==> src/sv/dre_pkg.sv <==
`timescale 1ns / 1ps

package dre_pkg;

    localparam int SUM_W   = 48;
    localparam int VAL_W   = 32;
    localparam int RATIO_W = 24;
    localparam int WIN_W   = 32;
    localparam int FACT_W  = 33;

    // Serial divider geometry: 48-bit divisor, 32 quotient bits per run.
    localparam int DIV_RW = 48;
    localparam int DIV_QW = 32;

    localparam logic [SUM_W-1:0]   SUM_MAX      = {SUM_W{1'b1}};
    localparam logic [RATIO_W-1:0] RATIO_MAX    = {RATIO_W{1'b1}};
    localparam logic [VAL_W-1:0]   AVG_RESET    = 32'd838861;
    localparam logic [WIN_W-1:0]   WINDOW_RESET = 32'd1000000;
    localparam logic [SUM_W-1:0]   MIN_DT       = 48'd1000;
    localparam int                 DECAY_SPAN   = 16;
    localparam int                 DECAY_SPAN_SHIFT = 4;
    localparam int                 TAYLOR_TERMS = 12;
    localparam logic [4:0]         AVG_WEIGHT   = 5'd19;
    localparam logic [4:0]         AVG_ROUND    = 5'd10;

    // The average is divided by 20 as a shift by two followed by a division by 5.
    // floor(2^32 / 5) folds the upper word, and ceil(2^35 / 5) is exact for 33-bit inputs.
    localparam logic [VAL_W-1:0]   AVG_WORD_DIV5    = 32'd858993459;
    localparam logic [FACT_W-1:0]  AVG_RECIP5       = 33'd6871947674;
    localparam int                 AVG_RECIP5_SHIFT = 35;

    localparam logic REG_WINDOW_TICKS = 1'b0;

    typedef enum logic [4:0] {
        OP_NOP,
        OP_CAPTURE,
        OP_PREP,
        OP_CLEAR_SUMS,
        OP_DIV_DECAY,
        OP_TABLE,
        OP_FACTOR,
        OP_PS_HI,
        OP_PS_LO,
        OP_CS_HI,
        OP_CS_LO,
        OP_ADD,
        OP_DIV_AVG,
        OP_AVG,
        OP_RATIO_ZERO,
        OP_RATIO_SAT,
        OP_DIV_RATIO,
        OP_RATIO,
        OP_SMOOTH_COPY,
        OP_DIV_ALPHA,
        OP_SM1,
        OP_SM2,
        OP_FINISH
    } op_t;

    typedef struct packed {
        logic decay_en;
        logic long_gap;
        logic delta_nz;
        logic applied;
        logic ps_zero;
        logic ratio_sat;
        logic smooth_direct;
        logic div_busy;
    } status_t;

    // Per-step decay factor exp(-span/N) in Q0.32 from a truncated Taylor series.
    function automatic logic [63:0] decay_step(logic [63:0] a);
        logic [63:0] term;
        logic [63:0] r;
        term = 64'h1_0000_0000;
        r    = 64'h1_0000_0000;
        for (int n = 1; n <= TAYLOR_TERMS; n++) begin
            term = ((term * a) >> 32) / 64'(n);
            if ((n % 2) == 1) begin
                r = r - term;
            end else begin
                r = r + term;
            end
        end
        return r;
    endfunction

    function automatic logic [63:0] decay_entry(int unsigned k, logic [63:0] r);
        logic [63:0] e;
        e = 64'h1_0000_0000;
        for (int unsigned i = 0; i < k; i++) begin
            e = (e * r + 64'h8000_0000) >> 32;
        end
        return e;
    endfunction

endpackage

==> src/sv/dre_ctrl.sv <==
`timescale 1ns / 1ps

module dre_ctrl (
    input  logic              clk,
    input  logic              rst_n,
    input  logic              in_valid,
    output logic              in_ready,
    output logic              out_valid,
    input  logic              out_ready,
    input  dre_pkg::status_t  status,
    output dre_pkg::op_t      op
);
    import dre_pkg::*;

    typedef enum logic [4:0] {
        S_IDLE, S_PREP, S_D1, S_D1W, S_TAB, S_FAC, S_PH, S_PL, S_CH, S_CL,
        S_ADD, S_DA, S_AVG, S_RAT, S_DR, S_DRW, S_RQ, S_SMO, S_DS, S_DSW,
        S_SM1, S_SM2, S_DONE
    } state_t;

    state_t state_reg, state_next;
    logic   out_valid_reg, out_valid_next;

    always_comb begin
        state_next = state_reg;
        op         = OP_NOP;
        case (state_reg)
            S_IDLE: begin
                if (in_valid) begin
                    op         = OP_CAPTURE;
                    state_next = S_PREP;
                end
            end
            S_PREP: begin
                if (!status.decay_en) begin
                    state_next = S_ADD;
                end else if (status.long_gap) begin
                    op         = OP_CLEAR_SUMS;
                    state_next = S_ADD;
                end else begin
                    op         = OP_PREP;
                    state_next = S_D1;
                end
            end
            S_D1: begin
                op         = OP_DIV_DECAY;
                state_next = S_D1W;
            end
            S_D1W: begin
                if (!status.div_busy) begin
                    state_next = S_TAB;
                end
            end
            S_TAB: begin
                op         = OP_TABLE;
                state_next = S_FAC;
            end
            S_FAC: begin
                op         = OP_FACTOR;
                state_next = S_PH;
            end
            S_PH: begin
                op         = OP_PS_HI;
                state_next = S_PL;
            end
            S_PL: begin
                op         = OP_PS_LO;
                state_next = S_CH;
            end
            S_CH: begin
                op         = OP_CS_HI;
                state_next = S_CL;
            end
            S_CL: begin
                op         = OP_CS_LO;
                state_next = S_ADD;
            end
            S_ADD: begin
                op         = OP_ADD;
                state_next = (status.delta_nz && !status.applied) ? S_DA : S_RAT;
            end
            S_DA: begin
                op         = OP_DIV_AVG;
                state_next = S_AVG;
            end
            S_AVG: begin
                op         = OP_AVG;
                state_next = S_RAT;
            end
            S_RAT: begin
                if (status.ps_zero) begin
                    op         = OP_RATIO_ZERO;
                    state_next = S_SMO;
                end else if (status.ratio_sat) begin
                    op         = OP_RATIO_SAT;
                    state_next = S_SMO;
                end else begin
                    state_next = S_DR;
                end
            end
            S_DR: begin
                op         = OP_DIV_RATIO;
                state_next = S_DRW;
            end
            S_DRW: begin
                if (!status.div_busy) begin
                    state_next = S_RQ;
                end
            end
            S_RQ: begin
                op         = OP_RATIO;
                state_next = S_SMO;
            end
            S_SMO: begin
                if (status.smooth_direct) begin
                    op         = OP_SMOOTH_COPY;
                    state_next = S_DONE;
                end else begin
                    state_next = S_DS;
                end
            end
            S_DS: begin
                op         = OP_DIV_ALPHA;
                state_next = S_DSW;
            end
            S_DSW: begin
                if (!status.div_busy) begin
                    state_next = S_SM1;
                end
            end
            S_SM1: begin
                op         = OP_SM1;
                state_next = S_SM2;
            end
            S_SM2: begin
                op         = OP_SM2;
                state_next = S_DONE;
            end
            S_DONE: begin
                // Wait for the output register to free up before committing.
                if (!out_valid_reg || out_ready) begin
                    op         = OP_FINISH;
                    state_next = S_IDLE;
                end
            end
            default: begin
                state_next = S_IDLE;
            end
        endcase

        out_valid_next = out_valid_reg;
        if (out_valid_reg && out_ready) begin
            out_valid_next = 1'b0;
        end
        if (op == OP_FINISH) begin
            out_valid_next = 1'b1;
        end
    end

    always_ff @(posedge clk or negedge rst_n) begin
        if (!rst_n) begin
            state_reg     <= S_IDLE;
            out_valid_reg <= 1'b0;
        end else begin
            state_reg     <= state_next;
            out_valid_reg <= out_valid_next;
        end
    end

    assign in_ready  = state_reg == S_IDLE;
    assign out_valid = out_valid_reg;

    a_accept_prep: assert property (@(posedge clk) disable iff (!rst_n)
        in_valid && in_ready |=> state_reg == S_PREP) else $error("accept did not start work");
    a_finish_free: assert property (@(posedge clk) disable iff (!rst_n)
        op == OP_FINISH |-> !out_valid_reg || out_ready) else $error("result overwritten");
    a_div_idle: assert property (@(posedge clk) disable iff (!rst_n)
        (op == OP_DIV_DECAY || op == OP_DIV_RATIO || op == OP_DIV_ALPHA)
        |-> !status.div_busy) else $error("division issued while divider busy");
    a_finish_valid: assert property (@(posedge clk) disable iff (!rst_n)
        op == OP_FINISH |=> out_valid_reg) else $error("finished result not presented");

endmodule

==> config.mk <==
export PLATFORM = sky130hd
export DESIGN_NAME = dre_ctrl
export DESIGN_NICKNAME = d
export VERILOG_FILES = /design/src/sv/dre_pkg.sv /design/src/sv/dre_ctrl.sv
export SDC_FILE = /design/constraint.sdc
export NUM_CORES = 1
export LEC_CHECK = 0
export BUFFER_PORTS_ARGS = -buffer_cell sky130_fd_sc_hd__buf_4
export CORE_UTILIZATION = 48
export CTS_CLUSTER_DIAMETER = 80
export CTS_CLUSTER_SIZE = 8
export DETAILED_ROUTE_END_ITERATION = 8
export PLACE_DENSITY_LB_ADDON = 0.08
export SKIP_CTS_REPAIR_TIMING = 1
export SLEW_MARGIN = 30
export SYNTH_ARGS = -nofsm -noshare
export SYNTH_HDL_FRONTEND = slang
export SYNTH_SLANG_ARGS = --single-unit
==> constraint.sdc <==
create_clock -name clk -period 1.4 [get_ports clk]
set_input_delay 0.35 -clock clk [delete_from_list [all_inputs] [get_ports clk]]
set_output_delay 0.35 -clock clk [all_outputs]
set_load 0.02 [all_outputs]
==> results by group, run 1 <==
Clocking
  – CTS max path bufs: 2
  – Clk sinks: 6
  – CTS Buf Count: 3
  – H-tree depth: 1
  – Clock Tree Root: clkbuf_4

Floorplanning
  – Row Count: 14
  – Initial Util: 54.0%
  – Die Ht: 44.1 um
  – Io pins: 19
  – Die width: 44.1 um

Synthesis
  – Sequential fraction of the synthesis area: 17.6%
  – Mapped Nets: 127
  – Async S/R FF share, synth: 100%
  – Post-synthesis cell type count: 47
  – Post-Syn Area: 851 sq um
  – Synth top area share: 17.6%
  – Post-Syn Instances: 115
  – Synth Flop Type: dfrtp_1
  – Number of flops mapped to enable cells by yosys: 0
  – Leading area contributor after synthesis: dfrtp_1
  – Yosys reg bits: 6
  – Syn Area/Cell: 7.40 sq um
  – Synth warnings: 0
  – Largest cells by area after synthesis: dfrtp_1, a21oi_1, a22oi_1, nor2_1, nand2b_1

Placement
  – Placer Congestion: 0.889
  – Placed Instances: 174
  – Place WS: -300 ps
  – Hpwl dp: 2110 um
  – IO Port Bufs: 18

Run status
  – Failed at: global routing (5_1_grt)
  – Status: did not finish
  – Error: [ERROR DPL-0038] Utilization greater than 100%, impossible to legalize

STA
  – Worst endpoint type: output port
  – Last worst endpoint in the global-route repair_timing: op[0]

Global route
  – Largest net degree at the start of global routing: 18
## cell families after synthesis
logic type | after synthesis | synth area share, %
buffers and inverters | 15 | 9.71
flip-flops | 6 | 17.6
multiplexers | 1 | 1.18
AO/OA/AOI/OAI | 48 | 39.3
AND/OR/NAND/NOR | 44 | 31.2
XOR/XNOR | 1 | 1.03
## stage by stage
stage / instance area [sq um] / TNS, ps
floorplan: 925 / -881
global placement: 1250 / -2110
detailed placement: 1250 / -2250
CTS: 1270 / -3900
## Yosys cell counts (all sizes together) (3+ instances only)
library cell	number
a21oi	12
buf	10
nor2	10
o21ai	8
nand2	7
dfrtp	6
a22oi	5
inv	5
nand2b	5
nand3	5
o211ai	4
and2b	3
==> run 2, diff against run 1 <==
- CORE_AREA: not set -> 2 2 63 65
- CORE_UTILIZATION: 48 -> not set
- CTS_CLUSTER_DIAMETER: 80 -> not set
- CTS_CLUSTER_SIZE: 8 -> not set
- DIE_AREA: not set -> 0 0 65 67
- PLACE_DENSITY_LB_ADDON: 0.08 -> 0.15
- clock period: 1.4 -> 1.8 ns (I/O delays scaled with it)
==> results by group, run 2 <==
Floorplanning
  – Die Area: 4360 sq um
  – Row Count: 22 (was 14)
  – Core Footprint: 3610 sq um
  – Initial Util: 23.6% (was 54.0%)
  – Die Ht: 67 um (was 44.1 um)
  – Io pins: 19 (unchanged)
  – Die width: 65 um (was 44.1 um)

Synthesis
  – Largest cells by area after synthesis: dfrtp_1, a21oi_1, a22oi_1, nor2_1, nand2b_1 (unchanged)
  – Post-Syn Area: 851 sq um (unchanged)
  – Syn Area/Cell: 7.40 sq um (unchanged)
  – Async S/R FF share, synth: 100% (unchanged)
  – Synth warnings: 0 (unchanged)
  – Top-count cell post-synth: a21oi_1 (unchanged)
  – Leading area contributor after synthesis: dfrtp_1 (unchanged)
  – Mapped Nets: 127 (unchanged)
  – Synth top area share: 17.6% (unchanged)
  – Sequential fraction of the synthesis area: 17.6% (unchanged)
  – Synth cell count leaders: a21oi_1, nor2_1, nand2_1 (unchanged)
  – Post-Syn Instances: 115 (unchanged)
  – Synth Flop Type: dfrtp_1 (unchanged)
  – Post-synthesis cell type count: 47 (unchanged)
  – Yosys reg bits: 6 (unchanged)
  – Number of flops mapped to enable cells by yosys: 0 (unchanged)

Power and ir drop
  – Pwr Density: 1930 nW/um^2
  – Max rail drop VDD: 398 uV
  – Leakage power figure: 0.618 nW

Global route
  – First-pass GRT wire length: 4390 um
  – Vias in the first global route: 946
  – Initial antenna violation count: 0
  – Largest net degree at the start of global routing: 24
  – Overflow after GRT: 0
  – Tot GR Track Use: 12.9%

Setup path
  – Element type at the critical path end: output port
  – Worst EP arrival: 1520 ps
  – Crit Path Class: reg -> out
  – Critical Path Slowest Stage Cell: dfrtp_2
  – CP Launch Type: flip-flop
  – Slowest stage delay, CP: 420 ps
  – Worst Path Required: 1350 ps
  – Cell breakdown of the critical path: buf_12 > or2_1 > o21ai_1 > a22oi_1 > o21ai_1 > buf_4
  – CP max FO: 11
  – CP dominant cell by count: o21ai_1

Detailed routing
  – Remaining DRCs: 0
  – DR iter-0 viols: 26
  – Avg WL per Cell: 13.5 um
  – DR vias/cell: 4.88
  – Drt pass-1 iters: 4
  – Routed via count: 1024
  – DRT Wirelength: 2840 um
  – Post-route antenna net violation count: 0

Layout
  – Layout cells sized above 1: 48.1%
  – Most frequent cells in the layout: buf_4, a21oi_1, nor2_1
  – Reg area: 155 sq um
  – Filler cell count in the final layout: 389
  – Post-layout util: 38.8%
  – Commonest non-fill, non-tap cell in the layout: buf_4
  – Max reg flops: 5
  – Nets: 176
  – Area Growth Syn to Fin: 64.6%
  – # diodes: 0
  – Multi-input gate area: 662 sq um
  – Non-filler cells, final: 210

STA
  – Final worst slack: -167 ps
  – Final Hold Vio Count: 0
  – Min Tclk post-route: 1970 ps
  – FMAX: 508 MHz
  – Unrepaired setup endpoints after global routing: yes
  – Worst Skew: 5.35 ps
  – Final Slew Violations: 0
  – Final setup viols: 5
  – Worst-Margin Slew: 278 ps
  – Slew margin rel.: 81.3%
  – Final Cycle Share: 109%

Placement
  – Placed Instances: 198 (was 174)
  – IO Port Bufs: 18 (unchanged)
  – Hpwl dp: 2090 um (was 2110 um)
  – Placer Congestion: 0.816 (was 0.889)

Clocking
  – TritonCTS clock tree: yes
  – CTS Buf Count: 3 (unchanged)
  – Clock transition at path regs: 40 ps
  – Clock Tree Root: clkbuf_8 (was clkbuf_4)
  – Worst-Skew Late Latency: 220 ps
  – H-tree depth: 1 (unchanged)
  – CTS max path bufs: 2 (unchanged)
  – Clk sinks: 6 (unchanged)

Hold path
  – Hold crit path type: in -> async

Run status
  – Status: finished, violations left (was did not finish)
  – Failing checks: negative setup slack

Job
  – Max_cap viols: 0
[run 2: cell counts after synthesis]
No cell type changed its count.
[run 2: path summary, 6_finish.rpt]
check	from	end	slack (ps)	cells past startpoint
setup / recovery	state_reg[2]$_DFFE_PN0P_	op[0]	-170	6
hold reg to reg	out_valid$_DFFE_PN0P_	out_valid$_DFFE_PN0P_	560	2
min in group clk	out_ready	out_valid$_DFFE_PN0P_	450	2
setup reg to reg	state_reg[3]$_DFFE_PN0P_	state_reg[2]$_DFFE_PN0P_	80	6
hold / removal	rst_n	out_valid$_DFFE_PN0P_	30	1
max in group asynchronous	rst_n	state_reg[1]$_DFFE_PN0P_	1640	1
[run 2: power breakdown]
part / internal [mW] / switching [mW]
Clock: 0.143 / 0.0552
Combinational: 1.15 / 1.05
Sequential: 0.202 / 0.0904
[run 2: kinds of logic after synthesis]
kind of cell | count (synthesis) | synth area share (%)
simple gates | 44 | 31.2
mux | 1 | 1.18
flops | 6 | 17.6
compound gates | 48 | 39.3
xor+xnor | 1 | 1.03
buf+inv | 15 | 9.71
[run 2: stage by stage]
stage,hold WS [ps],cell area [sq um],setup TNS (ps),setup slack [ps],power [mW]
floorplan,154,860,-4.08,-4.08,1.44
global placement,256,1210,-75.5,-75.5,2.14
detailed placement,260,1210,-92.3,-92.3,2.13
CTS,26.8,1250,-981,-204,2.34
global route,30.8,1400,-1020,-231,2.87
finish,25.7,1400,-665,-167,2.70
[run 2: critical path: cells and delay by family (launching register included)]
kind / cells / cell delay (ps)
buffers and inverters: 2 / 300
AND/OR/NAND/NOR: 1 / 220
flip-flops: 1 / 420
AO/OA/AOI/OAI: 3 / 360
[run 2: layout make-up]
cell class / instances / area share (%)
Timing Repair Buffer: 54 / 33.1
Inverter: 5 / 1.34
Clock buffer: 3 / 2.95
Tap cell: 48 / 4.29
Sequential cell: 6 / 11.1
Multi-Input combinational cell: 94 / 47.3
[run 2: metal layers]
metal | GRT usage [%] | vias to the layer above | wire (um)
met2 | 22.9 | 11 | 1430
li1 | - | 522 | -
met1 | 16.9 | 491 | 1360
met5 | 0 | - | 0
met4 | 1.60 | 0 | 0
met3 | 1.69 | 0 | 48
Note: power is estimated with default switching activity, not from simulation.
